File: config.mk
export PLATFORM = sky130hd
export DESIGN_NAME = srsh_ctrl
export DESIGN_NICKNAME = d
export VERILOG_FILES = /design/src/hdl/srsh_pkg.sv /design/src/hdl/srsh_ctrl.sv
export SDC_FILE = /design/constraint.sdc
export NUM_CORES = 1
export LEC_CHECK = 0
export ABC_CLOCK_PERIOD_IN_PS = 3250
export BUFFER_PORTS_ARGS = -buffer_cell sky130_fd_sc_hd__buf_2
export CORE_MARGIN = 10
export CORE_UTILIZATION = 52
export DETAILED_ROUTE_END_ITERATION = 16
export PLACE_DENSITY_LB_ADDON = 0.1
export SLEW_MARGIN = 25
export SYNTH_ARGS = -nofsm -noshare
export SYNTH_HDL_FRONTEND = slang
export SYNTH_SLANG_ARGS = --single-unit
File: constraint.sdc
create_clock -name clk -period 3.25 [get_ports clk]
set_input_delay 0 -clock clk [delete_from_list [all_inputs] [get_ports clk]]
set_output_delay 0 -clock clk [all_outputs]
set_load 0.05 [all_outputs]
File: src/hdl/srsh_pkg.sv
// Shared types, constants and the multiply-accumulate micro-program of the sphere hit block.
`timescale 1ns / 1ps
package srsh_pkg;

  localparam int MAX_RECEIVERS_DEF = 16;
  localparam int COORD_BITS_DEF    = 32;
  localparam int COUNT_W           = 5;
  localparam int RADIUS_W          = 31;
  localparam int CFG_IDX_W         = 1;
  localparam int CFG_DATA_W        = 31;
  localparam int ENTRY_W           = 4;
  localparam int HIT_IDX_W         = 4;
  localparam int PC_W              = 5;

  typedef enum logic [CFG_IDX_W-1:0] {
    REG_RECEIVER_COUNT = 1'b0,
    REG_SPHERE_RADIUS  = 1'b1
  } cfg_reg_t;

  localparam logic OP_WRITE = 1'b0;
  localparam logic OP_QUERY = 1'b1;

  // Operand sources of the shared multiplier
  typedef enum logic [3:0] {
    SRC_AB0, SRC_AB1, SRC_AB2,
    SRC_AP0, SRC_AP1, SRC_AP2,
    SRC_EP0, SRC_EP1, SRC_EP2,
    SRC_C0, SRC_C1, SRC_C2,
    SRC_RAD, SRC_R2, SRC_ABSQ
  } src_t;

  typedef enum logic [2:0] {
    DST_NONE, DST_ABSQ, DST_R2, DST_R2ABSQ, DST_DOT, DST_C0, DST_C1, DST_C2
  } dst_t;

  typedef struct packed {
    src_t a_sel;
    src_t b_sel;
    logic sub;
    logic clr;
    logic wide;
    dst_t dst;
    logic last;
  } uop_t;

  typedef enum logic [2:0] {
    ST_IDLE, ST_MAC, ST_FETCH, ST_DIFF, ST_BRANCH, ST_TEST, ST_EMIT_MID, ST_EMIT_END
  } state_t;

  typedef struct packed {
    logic                 wr_entry;
    logic                 capture;
    logic                 rd;
    logic                 diff;
    logic                 mac;
    uop_t                 uop;
    logic [1:0]           digit;
    logic                 store;
    logic                 thr_wide;
    logic                 out_load;
    logic [HIT_IDX_W-1:0] out_idx;
    logic                 out_hit;
    logic                 out_last;
  } dp_cmd_t;

  typedef struct packed {
    logic dot_le0;
    logic absq_le_dot;
    logic near;
    logic zero_len;
    logic out_free;
  } dp_stat_t;

  // Program entry and exit points
  localparam logic [PC_W-1:0] PC_PREP      = 5'd0;
  localparam logic [PC_W-1:0] PC_PREP_END  = 5'd4;
  localparam logic [PC_W-1:0] PC_DOT       = 5'd5;
  localparam logic [PC_W-1:0] PC_DOT_END   = 5'd7;
  localparam logic [PC_W-1:0] PC_NEAR      = 5'd8;
  localparam logic [PC_W-1:0] PC_FAR       = 5'd11;
  localparam logic [PC_W-1:0] PC_CROSS     = 5'd14;
  localparam logic [PC_W-1:0] PC_CROSS_END = 5'd22;

  function automatic uop_t mk(input src_t a, input src_t b, input logic sub, input logic clr,
                              input logic wide, input dst_t dst, input logic last);
    uop_t u;
    u.a_sel = a;
    u.b_sel = b;
    u.sub   = sub;
    u.clr   = clr;
    u.wide  = wide;
    u.dst   = dst;
    u.last  = last;
    return u;
  endfunction

  function automatic uop_t uop_rom(input logic [PC_W-1:0] pc);
    uop_t u;
    case (pc)
      // query setup: |ab|^2, R^2, R^2*|ab|^2
      5'd0:  u = mk(SRC_AB0, SRC_AB0, 1'b0, 1'b1, 1'b0, DST_NONE, 1'b0);
      5'd1:  u = mk(SRC_AB1, SRC_AB1, 1'b0, 1'b0, 1'b0, DST_NONE, 1'b0);
      5'd2:  u = mk(SRC_AB2, SRC_AB2, 1'b0, 1'b0, 1'b0, DST_ABSQ, 1'b0);
      5'd3:  u = mk(SRC_RAD, SRC_RAD, 1'b0, 1'b1, 1'b1, DST_R2, 1'b0);
      5'd4:  u = mk(SRC_R2, SRC_ABSQ, 1'b0, 1'b1, 1'b1, DST_R2ABSQ, 1'b1);
      // ap . ab
      5'd5:  u = mk(SRC_AP0, SRC_AB0, 1'b0, 1'b1, 1'b0, DST_NONE, 1'b0);
      5'd6:  u = mk(SRC_AP1, SRC_AB1, 1'b0, 1'b0, 1'b0, DST_NONE, 1'b0);
      5'd7:  u = mk(SRC_AP2, SRC_AB2, 1'b0, 1'b0, 1'b0, DST_DOT, 1'b1);
      // distance to start
      5'd8:  u = mk(SRC_AP0, SRC_AP0, 1'b0, 1'b1, 1'b0, DST_NONE, 1'b0);
      5'd9:  u = mk(SRC_AP1, SRC_AP1, 1'b0, 1'b0, 1'b0, DST_NONE, 1'b0);
      5'd10: u = mk(SRC_AP2, SRC_AP2, 1'b0, 1'b0, 1'b0, DST_NONE, 1'b1);
      // distance to end
      5'd11: u = mk(SRC_EP0, SRC_EP0, 1'b0, 1'b1, 1'b0, DST_NONE, 1'b0);
      5'd12: u = mk(SRC_EP1, SRC_EP1, 1'b0, 1'b0, 1'b0, DST_NONE, 1'b0);
      5'd13: u = mk(SRC_EP2, SRC_EP2, 1'b0, 1'b0, 1'b0, DST_NONE, 1'b1);
      // cross product ap x ab and its squared length
      5'd14: u = mk(SRC_AP1, SRC_AB2, 1'b0, 1'b1, 1'b0, DST_NONE, 1'b0);
      5'd15: u = mk(SRC_AP2, SRC_AB1, 1'b1, 1'b0, 1'b0, DST_C0, 1'b0);
      5'd16: u = mk(SRC_AP2, SRC_AB0, 1'b0, 1'b1, 1'b0, DST_NONE, 1'b0);
      5'd17: u = mk(SRC_AP0, SRC_AB2, 1'b1, 1'b0, 1'b0, DST_C1, 1'b0);
      5'd18: u = mk(SRC_AP0, SRC_AB1, 1'b0, 1'b1, 1'b0, DST_NONE, 1'b0);
      5'd19: u = mk(SRC_AP1, SRC_AB0, 1'b1, 1'b0, 1'b0, DST_C2, 1'b0);
      5'd20: u = mk(SRC_C0, SRC_C0, 1'b0, 1'b1, 1'b1, DST_NONE, 1'b0);
      5'd21: u = mk(SRC_C1, SRC_C1, 1'b0, 1'b0, 1'b1, DST_NONE, 1'b0);
      5'd22: u = mk(SRC_C2, SRC_C2, 1'b0, 1'b0, 1'b1, DST_NONE, 1'b1);
      default: u = mk(SRC_AB0, SRC_AB0, 1'b0, 1'b1, 1'b0, DST_NONE, 1'b1);
    endcase
    return u;
  endfunction

endpackage

File: src/hdl/srsh_ctrl.sv
// Controller: sequences the micro-program per receiver and orders the result transactions.
`timescale 1ns / 1ps
module srsh_ctrl #(
  parameter int MAX_RECEIVERS = srsh_pkg::MAX_RECEIVERS_DEF
) (
  input  logic                                  clk,
  input  logic                                  rst_n,
  input  logic                                  cfg_we,
  input  logic [srsh_pkg::CFG_IDX_W-1:0]        cfg_index,
  input  logic [srsh_pkg::CFG_DATA_W-1:0]       cfg_wdata,
  input  logic                                  in_valid,
  input  logic                                  in_operation,
  output logic                                  in_ready,
  output logic [((MAX_RECEIVERS > 1) ? $clog2(MAX_RECEIVERS) : 1)-1:0] rd_idx,
  output srsh_pkg::dp_cmd_t                     cmd,
  input  srsh_pkg::dp_stat_t                    stat
);

  localparam int IDX_W = (MAX_RECEIVERS > 1) ? $clog2(MAX_RECEIVERS) : 1;
  localparam int CNT_W = (IDX_W + 1 > srsh_pkg::COUNT_W) ? IDX_W + 1 : srsh_pkg::COUNT_W;

  srsh_pkg::state_t                 state_r, state_nxt;
  logic [srsh_pkg::PC_W-1:0]        pc_r, pc_nxt;
  logic [1:0]                       dig_r, dig_nxt;
  logic [CNT_W-1:0]                 idx_r, idx_nxt;
  logic [IDX_W-1:0]                 pend_r, pend_nxt;
  logic                             pend_v_r, pend_v_nxt;
  logic [srsh_pkg::COUNT_W-1:0]     count_r;
  logic [CNT_W-1:0]                 lim;
  logic                             accept, lastdig, at_end;
  srsh_pkg::uop_t                   uop;

  assign uop     = srsh_pkg::uop_rom(pc_r);
  assign accept  = in_valid && (state_r == srsh_pkg::ST_IDLE);
  assign lastdig = (dig_r == (uop.wide ? 2'd3 : 2'd1));
  assign lim     = (CNT_W'(count_r) > CNT_W'(MAX_RECEIVERS)) ?
                   CNT_W'(MAX_RECEIVERS) : CNT_W'(count_r);
  assign at_end  = (idx_r + CNT_W'(1) == lim);
  assign rd_idx  = idx_r[IDX_W-1:0];

  always_ff @(posedge clk) begin
    if (!rst_n) begin
      state_r  <= srsh_pkg::ST_IDLE;
      pc_r     <= '0;
      dig_r    <= '0;
      idx_r    <= '0;
      pend_r   <= '0;
      pend_v_r <= 1'b0;
      count_r  <= '0;
    end else begin
      state_r  <= state_nxt;
      pc_r     <= pc_nxt;
      dig_r    <= dig_nxt;
      idx_r    <= idx_nxt;
      pend_r   <= pend_nxt;
      pend_v_r <= pend_v_nxt;
      if (cfg_we && cfg_index == srsh_pkg::REG_RECEIVER_COUNT) begin
        count_r <= cfg_wdata[srsh_pkg::COUNT_W-1:0];
      end
    end
  end

  always_comb begin
    state_nxt  = state_r;
    pc_nxt     = pc_r;
    dig_nxt    = dig_r;
    idx_nxt    = idx_r;
    pend_nxt   = pend_r;
    pend_v_nxt = pend_v_r;
    case (state_r)
      srsh_pkg::ST_IDLE: begin
        if (accept && in_operation == srsh_pkg::OP_QUERY) begin
          state_nxt  = srsh_pkg::ST_MAC;
          pc_nxt     = srsh_pkg::PC_PREP;
          dig_nxt    = '0;
          idx_nxt    = '0;
          pend_v_nxt = 1'b0;
        end
      end
      srsh_pkg::ST_MAC: begin
        dig_nxt = dig_r + 2'd1;
        if (lastdig) begin
          dig_nxt = '0;
          if (uop.last) begin
            if (pc_r == srsh_pkg::PC_PREP_END) begin
              state_nxt = (lim == '0) ? srsh_pkg::ST_EMIT_END : srsh_pkg::ST_FETCH;
            end else if (pc_r == srsh_pkg::PC_DOT_END) begin
              state_nxt = srsh_pkg::ST_BRANCH;
            end else begin
              state_nxt = srsh_pkg::ST_TEST;
            end
          end else begin
            pc_nxt = pc_r + srsh_pkg::PC_W'(1);
          end
        end
      end
      srsh_pkg::ST_FETCH: state_nxt = srsh_pkg::ST_DIFF;
      srsh_pkg::ST_DIFF: begin
        state_nxt = srsh_pkg::ST_MAC;
        pc_nxt    = srsh_pkg::PC_DOT;
      end
      srsh_pkg::ST_BRANCH: begin
        state_nxt = srsh_pkg::ST_MAC;
        if (stat.dot_le0) begin
          pc_nxt = srsh_pkg::PC_NEAR;
        end else if (stat.absq_le_dot) begin
          pc_nxt = srsh_pkg::PC_FAR;
        end else begin
          pc_nxt = srsh_pkg::PC_CROSS;
        end
      end
      srsh_pkg::ST_TEST: begin
        if (stat.near && pend_v_r) begin
          // earlier hit goes out first, this one is held
          state_nxt = srsh_pkg::ST_EMIT_MID;
        end else begin
          if (stat.near) begin
            pend_nxt   = idx_r[IDX_W-1:0];
            pend_v_nxt = 1'b1;
          end
          if ((stat.near && !stat.zero_len) || at_end) begin
            state_nxt = srsh_pkg::ST_EMIT_END;
          end else begin
            idx_nxt   = idx_r + CNT_W'(1);
            state_nxt = srsh_pkg::ST_FETCH;
          end
        end
      end
      srsh_pkg::ST_EMIT_MID: begin
        if (stat.out_free) begin
          pend_nxt = idx_r[IDX_W-1:0];
          if (at_end) begin
            state_nxt = srsh_pkg::ST_EMIT_END;
          end else begin
            idx_nxt   = idx_r + CNT_W'(1);
            state_nxt = srsh_pkg::ST_FETCH;
          end
        end
      end
      srsh_pkg::ST_EMIT_END: begin
        if (stat.out_free) begin
          state_nxt = srsh_pkg::ST_IDLE;
        end
      end
      default: state_nxt = srsh_pkg::ST_IDLE;
    endcase
  end

  always_comb begin
    in_ready     = (state_r == srsh_pkg::ST_IDLE);
    cmd.wr_entry = accept && in_operation == srsh_pkg::OP_WRITE;
    cmd.capture  = accept && in_operation == srsh_pkg::OP_QUERY;
    cmd.rd       = (state_r == srsh_pkg::ST_FETCH);
    cmd.diff     = (state_r == srsh_pkg::ST_DIFF);
    cmd.mac      = (state_r == srsh_pkg::ST_MAC);
    cmd.uop      = uop;
    cmd.digit    = dig_r;
    cmd.store    = (state_r == srsh_pkg::ST_MAC) && lastdig;
    cmd.thr_wide = (pc_r == srsh_pkg::PC_CROSS_END);
    cmd.out_load = stat.out_free && ((state_r == srsh_pkg::ST_EMIT_MID) ||
                                     (state_r == srsh_pkg::ST_EMIT_END));
    cmd.out_last = (state_r == srsh_pkg::ST_EMIT_END);
    cmd.out_hit  = (state_r == srsh_pkg::ST_EMIT_MID) || pend_v_r;
    cmd.out_idx  = cmd.out_hit ? srsh_pkg::HIT_IDX_W'(pend_r) : '0;
  end

endmodule

# Word level (Yosys, flattened, before mapping)
# Memories as Yosys holds them, arrays and structs flattened. A register that Yosys moved wholly into a read port is not among the register bits.
# Cells that the tools add are included.
# Widths: inputs -> output; s select.
dict set report op_classes {
  div_mod_pow 0
  eq_ne 22
  n_addsub 3
  n_mul 0
  magnitude_cmp 1
  shifts 0
  n_bitwise 2
  muxes 39
  n_reduce_logical 26
}
# op n
set op_table {}
lappend op_table {{$mux 5} 10}
lappend op_table {{$mux 3} 12}
lappend op_table {{$pmux 3 s7} 1}
lappend op_table {{$pmux 5 s4} 1}
lappend op_table {{$mux 4} 4}
lappend op_table {{$pmux 5 s3} 1}
lappend op_table {{$eq 3x3->1 const B} 4}
lappend op_table {{$ne 2x2->1 const B} 6}
lappend op_table {{$reduce_and 4->1} 3}
lappend op_table {{$add 5x1->5 const B} 2}
lappend op_table {{$eq 5x3->1 const B} 2}
lappend op_table {{$logic_and 1x1->1} 8}
lappend op_table {{$ne 2x1->1 const B} 4}
lappend op_table {{$pmux 4 s2} 1}
lappend op_table {{$eq 3x2->1 const B} 2}
lappend op_table {{$mux 2} 3}
lappend op_table {{$reduce_and 6->1} 1}
lappend op_table {{$reduce_bool 2->1} 3}
lappend op_table {{$eq 5x5->1} 1}
lappend op_table {{$eq 5x5->1 const B} 1}
lappend op_table {{$gt 5x5->1 const B} 1}
lappend op_table {{$logic_not 5->1} 1}
lappend op_table {{$reduce_and 5->1} 1}
lappend op_table {{$mux 1} 4}
lappend op_table {{13 further kinds} 16}
dict set report word_totals {
  rom_bits 480
  reg_bits 25
  mem_count 1
  in_bits 42
  ram_bits 0
  latch_bits 0
  elab_cells 101
}
# memory depth width rd rd_ports_with_merged_regs wr line
set mem_list {}
lappend mem_list {{(no name shown)} 32 15 1 1 0 srsh_pkg.sv:99} ;# case (pc)

# Depth between registers and ports, before layout
# Gate-level depths: netlist of the first run.
dict set report depth {
  word_depth 8
  depth_mapped 13
}

# Least setup slack after synthesis of the first run
# No wires, ideal clock.
dict set report synth_timing {
  kind {reg2reg}
  startpoint {register state_r[1]}
  endpoint {register dig_r[1]}
  arrival_time_ns 2.695
  stages_incl_launch_ff 8
  setup_ns 0.152
  path_buffers 2
  slack_ns 0.403
  cell_sequence {dfxtp_1 -> buf_6 -> clkbuf_1 -> nor3_1 -> and3_1 -> nor2_1 -> nor2_1 -> a211oi_1}
}
# element line
set synth_rtl {}
lappend synth_rtl {{start: declaration} srsh_ctrl.sv:22} ;# srsh_pkg::state_t state_r, state_nxt;
lappend synth_rtl {{start signal: assignment} srsh_ctrl.sv:43} ;# state_r <= srsh_pkg::ST_IDLE;
lappend synth_rtl {{start signal: assignment} srsh_ctrl.sv:51} ;# state_r <= state_nxt;
lappend synth_rtl {{end signal: assignment} srsh_ctrl.sv:53} ;# dig_r <= dig_nxt;
lappend synth_rtl {{end: declaration} srsh_ctrl.sv:24} ;# logic [1:0] dig_r, dig_nxt;

# Worst setup path after layout of the first run
dict set report layout_timing {
  startpoint {register state_r[1]}
  endpoint {register, netlist name uop[10]}
}
dict set report layout_between {
  elab_chain_len 7
  elab_cells_between_ends 14
  cone_classes {eq/ne (6); mux (3); reduce/logical (5)}
}
# element line
set layout_rtl {}
lappend layout_rtl {{$logic_not 3->1} {srsh_ctrl.sv:34, srsh_ctrl.sv:70}}
lappend layout_rtl {{$logic_and 1x1->1} srsh_ctrl.sv:34} ;# assign accept = in_valid && (state_r == srsh_pkg::ST_IDLE);
lappend layout_rtl {{$logic_and 1x1->1} srsh_ctrl.sv:72} ;# if (accept && in_operation == srsh_pkg::OP_QUERY) begin
lappend layout_rtl {{$ne 2x1->1 (no source line)} --}
lappend layout_rtl {{$reduce_and 4->1 (no source line)} --}
lappend layout_rtl {{$mux 5 (no source line) (*) (2 in series)} --}
# Every way passes the cells marked *; elsewhere a longest branch is shown, timed or not.
# A chain may end at the register's enable or synchronous reset.

==> run metrics, run 1 <==
status=finished, final reports clean; fin crit share=88.0%; number of cells produced by synthesis=308; clk root buf=clkbuf_8; ys async rst share=0%; CTS tree=done; sequential area share after synthesis=30.9%; Avg Inst Size Synth=8.21 um^2; die area=8060 um^2; cts bufs inserted=5; grt met1 use=17.6%; via count=2412; CP required=3.49 ns; Core ar.=4720 um^2; FP Rows=25; Routed Antenna Nets=0; synthesis-to-layout area growth=18.6%; 1st-pass router iterations=4; register area=781 um^2; # fillers=approximately 450; CP Capture Type=flip-flop; pwr dens=385 nW/um^2; met3 GRT Util=under 10%; drt drc=0; RSZ-0062 raised after global routing=no; VDD IR-drop max=around 270 uV; P_sw=295 uW; Longest Clk Path Bufs=2; Die H=89.8 um; Initial DRC Count=149; Worst-Margin Slew=0.574 ns; crit path launch type=flip-flop; Max Fclk=approximately 350 MHz; synthesis warning total=0; number of enable flip-flop cells after synthesis=0; Clock power frac=41.5%; global-route wire length before repair=10.7 mm; Post-CTS Resized=0; GRT overflow=0; CP Max Fanout=14; Top Ports=78; via/cell ratio=5.62; max-cap viol count=0; Pleak=0.00145 uW; largest net degree at the start of global routing=16; share of layout cells above drive strength 1=22.7%; prevailing post-synth register cell=dfxtp_1; hpwl dp=4.93 mm; CTS HTree Levels=2; CP max stage cell=or3b_1; total negative slack=0 ns; Sequential Power Share=43.4%; PortBufs=51; count of cell types in the netlist=63; mapped cell area=2530 um^2; Yosys reg bits=39; most frequent cells in the layout=buf_2, nor2_1, dfxtp_1, a21oi_1, o21ai_0; endpoints failing setup=0; Final Critical Period=2.86 ns; clock slew at reported path FFs=0.08 ns; critical path's largest stage delay=0.54 ns; Total Routing Usage GR=15.2%; Hold Path Class=input pin to flip-flop; CP Cell Sequence=or3b_1 > a21oi_4 > nor2_1 > mux2i_1 > nand2b_1 > inv_1 > ha_1 > nand2_1 > o32ai_1 > a21o_1; final wirelength=6.45 mm; wire length per cell=between 15 and 20 um; Critical Path AT=approximately 3.1 ns; post-place setup slack=0.394 ns; most common cell after layout, fill and taps aside=buf_2; Final GP Congestion=about 0.89; gr busiest metal=met2; clk_skew=0.00480 ns; worst setup margin=approximately 0.4 ns; GR Util met2=about a quarter; final hold viol count=0; crit path kind=flip-flop to flip-flop; Synth Net Count=361; Initial Util=between 50% and 60%; diodes inserted=0; clk_lat worst skew=0.29 ns; combinational share of power=15.2%; initial antenna violation count=0; switching share of power=25.6%; CTS Sinks=39; Slew headroom=approximately three fifths; nets=414; vias in the first global route=2311; flop-to-flop setup slack=0.39 ns; Final Max Tran Viols=0; multi-input logic area=1560 um^2; Int Pwr=859 uW; Die W=89.8 um
==> flip-flops by register name, summed over array words and instances (netlist names) <==
register  flops
pc_r          5
pend_r        4
dig_r         2
uop          14
state_r       3
pend_v_r      1
count_r       5
idx_r         5
==> what timing repair did <==
| item | in CTS | in global routing |
|---|---|---|
| hold buffers | 5 | 0 |
| buffers inserted | 0 | 0 |
| hold endpoints to repair | 5 | 0 |
==> synth_stat cells, types with 2 or more instances <==
library cell  count  area share, %
nand3_1           4           0.79
buf_6             3            1.3
o2bb2ai_1         4            1.4
o21ai_0          17            3.4
nor4_1            2           0.49
nor3b_1           2           0.59
mux2i_1          11            4.4
nand2b_1          4           0.99
nor2b_1          14            3.5
nor2_1           39            5.8
clkinv_2          2           0.40
o31ai_1           4            1.2
ha_1             11            5.4
a31oi_1           7            1.7
clkbuf_1          8            1.2
o211ai_1          5            1.5
o21a_1            3           0.89
nand2_1          11            1.6
a21oi_1          19            3.8
buf_2             2           0.40
and2_1            5            1.2
or4_1             2           0.59
a21o_1            7            2.1
xor2_1            3            1.0
and3_1            9            2.2
xnor2_1           4            1.4
dfxtp_1          39             31
buf_4             6            1.8
o22ai_1           5            1.2
a2111oi_0         2           0.69
inv_1            15            2.2
a211oi_1          4            1.2
nor3_1            5           0.99
==> power groups by stage <==
stage	clock [uW]	combinational, uW	sequential (uW)
6_report	479	175	501
5_1_grt	507	190	503
4_1_cts	488	175	500
3_5_place_dp	0	170	511
3_3_place_gp	0	168	511
2_1_floorplan	0	99.4	532
==> routing by layer <==
layer	part of all wire [%]	routed length, um	vias to the layer above
met5	0	0	-
met4	0.96	62	0
met3	5.7	367	8
met2	50	3240	67
met1	43	2790	1133
li1	-	-	1204
==> path summary, 6_finish.rpt <==
check	start	endpoint	cells after the start
min	rst_n	state_r[1]	3
max	state_r[1]	uop[10]	10
min reg2reg	pend_r[1]	pend_r[1]	2
max reg2reg	state_r[1]	uop[10]	10
==> worst max-delay path: cells and delay by family, from the launching register on <==
family | cells | cell delay (ns)
adders and majority gates | 1 | 0.31
buffers and inverters | 1 | 0.17
AOI/OAI and AO/OA | 3 | 0.75
DFF | 1 | 0.43
muxes | 1 | 0.14
and+or+nand+nor | 4 | 1.00
==> per-stage QoR <==
step                      total power [uW]  cells  cell area (um^2)  hold WS (ns)  utilization (%)
after floorplan                        631    308              2530         0.139                -
after CTS                             1160    429              3000        0.0613             63.5
after global routing                  1200    429              3000        0.0760             63.5
after detailed placement               681    416              2820         0.244             59.7
after global placement                 679    416              2820         0.237             59.7
final                                 1150    429              3000        0.0689             63.5
==> cells by family after synthesis <==
logic type | share of synthesized area [%]
muxes | 4.35
adders and majority gates | 5.44
xor gates and xnor gates | 3.31
and+or+nand+nor | 23.0
DFF | 30.9
buffers and inverters | 7.62
AOI/OAI and AO/OA | 25.4
==> layout make-up <==
cell class	instances	share of cell area, %
sequential	39	26.0
inverter	19	2.46
clock inverter	2	2.00
multi-input combinational	231	51.9
timing repair buffer	65	12.4
tap	67	2.79
clock buffer	6	2.42
Note: power is estimated with default switching activity, not from simulation.
==> run 2: changes to the inputs <==
--- a/config.mk
+++ b/config.mk
@@ -6,7 +6,7 @@
 export NUM_CORES = 1
 export LEC_CHECK = 0
 export ABC_CLOCK_PERIOD_IN_PS = 3250
-export BUFFER_PORTS_ARGS = -buffer_cell sky130_fd_sc_hd__buf_2
+export BUFFER_PORTS_ARGS = -buffer_cell sky130_fd_sc_hd__buf_4
 export CORE_MARGIN = 10
 export CORE_UTILIZATION = 52
 export DETAILED_ROUTE_END_ITERATION = 16
==> run 2 against run 1 <==
Effect of this change: sequential power about the same; final cell count is 0.23% lower; critical path depth unchanged; die area unchanged; clock-buffer cell count unchanged; sequential share of layout area shrank 0.61 points; utilization up 1.5 points; critical path type unchanged; highest routed layer unchanged.
==> run metrics, run 2 (synthesis gave the netlist of run 1 again) <==
Die H=89.8 um (unchanged); Hold Path Depth=3 (unchanged); most common cell after layout, fill and taps aside=buf_4; CP Max Fanout=9 (-5); DP Area=2940 um^2 (+4.3%); Initial Util=53.6% (unchanged); post-place setup slack=0.420 ns (+0.0258 ns); cts bufs inserted=5 (unchanged); Largest register FFs=14 (unchanged); VDD IR-drop max=184 uV (-31%); pwr dens=329 nW/um^2 (-14%); Final GP Congestion=0.899 (+1.3%); multi-input logic area=1560 um^2 (unchanged); hpwl dp=4.91 mm (-0.31%); # fillers=412 (-8.6%); crit path launch type=flip-flop; clk root buf=clkbuf_8; Max Fclk=348 MHz (-0.38%); CTS tree=done; Initial DRC Count=156 (+4.7%); drt drc=0 (unchanged); via/cell ratio=5.75 (+2.2%); clk_skew=0.00422 ns (-0.000572 ns); largest net degree at the start of global routing=16 (unchanged); Crit Reg-Reg Endpoint=uop[10]; Final Critical Period=2.87 ns (+0.0110 ns); PortBufs=51 (unchanged); final wirelength=6.54 mm (+1.3%); FF-to-FF path depth=10 (unchanged); CP required=3.49 ns (about the same); die area=8060 um^2 (unchanged); Die W=89.8 um (unchanged); Final Max Tran Viols=0 (unchanged); Hold Path End=state_r[1]; Post-CTS Resized=0 (unchanged); crit path kind=flip-flop to flip-flop; worst r2r src=state_r[0]; wire length per cell=15.3 um (+1.6%); Core ar.=4720 um^2 (unchanged); flop-to-flop setup slack=0.38 ns (about the same); vias in the first global route=2270 (-1.8%); status=finished, final reports clean; CP Capture Type=flip-flop; most frequent cells in the layout=buf_4, nor2_1, dfxtp_1, a21oi_1, o21ai_0; nets=413 (-0.24%); Pleak=0.00143 uW (-1.0%); CTS Sinks=39 (unchanged); Total Routing Usage GR=15.1% (-0.12 points); Design Area, Final=3070 um^2 (+2.4%); Slew headroom=61.8% (+0.19 points); Critical Path AT=3.11 ns (about the same); Worst-Margin Slew=0.571 ns (-0.00282 ns); FP Rows=25 (unchanged); Routed Antenna Nets=0 (unchanged); share of layout cells above drive strength 1=22.4% (-0.21 points); endpoints failing setup=0 (unchanged); total negative slack=0 ns (unchanged); synthesis-to-layout area growth=21.5%; CTS HTree Levels=2 (unchanged); final hold viol count=0 (unchanged); diodes inserted=0 (unchanged); max-cap viol count=0 (unchanged); hold_sp=rst_n; global-route wire length before repair=10.6 mm (-1.6%); Longest Clk Path Bufs=2 (unchanged); Top Ports=78 (unchanged); worst setup margin=0.380 ns (-0.0110 ns); RSZ-0062 raised after global routing=no; clk_lat worst skew=0.29 ns (about the same); clock slew at reported path FFs=0.08 ns (about the same); register area=781 um^2 (unchanged); fin crit share=88.3% (+0.34 points); via count=2459 (+1.9%); Hold Path Class=input pin to flip-flop; GRT overflow=0 (unchanged); initial antenna violation count=0 (unchanged); 1st-pass router iterations=4 (unchanged)
## run 2: worst max-delay path by stage
stage / startpoint / to
3_5_place_dp: state_r[0] / uop[10]
2_1_floorplan: state_r[1] / dig_r[1]
4_1_cts: state_r[0] / uop[10]
5_1_grt: state_r[2] / uop[10]
6_report: state_r[0] / uop[10]
3_3_place_gp: state_r[0] / uop[8]
## run 2: through the flow
stage	total power, uW	utilization, %	std cells	hold WS (ns)
detailed placement	691	62.2	415	0.242
finish	1010	65.1	428	0.0361
global route	1050	65.1	428	0.0324
CTS	1020	65.1	428	0.0245
floorplan	631	-	308	0.139
global placement	688	62.2	415	0.233
## run 2: report_power, final
group / leakage (uW) / internal, uW / switching, uW / total, uW
clock network: 0.0000412 / 150 / 175 / 325
registers: 0.000316 / 489 / 11.2 / 500
logic: 0.00108 / 72.0 / 113 / 185
total: 0.00143 / 711 / 300 / 1010
## run 2: what timing repair did
item                                   in CTS  in global routing
setup buffers                               0                  0
setup endpoints to repair                   0                  0
hold buffers                                5                  0
endpoints found under the hold margin       5                  0
## run 2: layer usage
layer  up-vias  routed length (um)  track usage [%]
met2        80                3220             25.7
li1       1201                   -                -
met3        11                 382             3.74
met5         -                   0                0
met4         0                 101             5.39
met1      1167                2830             17.9
## run 2: critical path, stage by stage (launching register included)
cell and delay [ns]:
dfxtp_1 0.47, or3b_1 0.51, a21oi_4 0.27, nor2_1 0.12, mux2i_1 0.14, nand2b_1 0.27
inv_1 0.18, ha_1 0.31, nand2_1 0.08, o32ai_1 0.34, a21o_1 0.13
## run 2: area by class of cell
class                   instances  share of cell area [%]
repair buffers                 64                    16.0
well taps                      67                    2.73
flip-flops and latches         39                    25.4
clock inverters                 2                   0.407
inverters                      19                    2.40
clock buffers                   6                    2.36
multi-input cells             231                    50.7
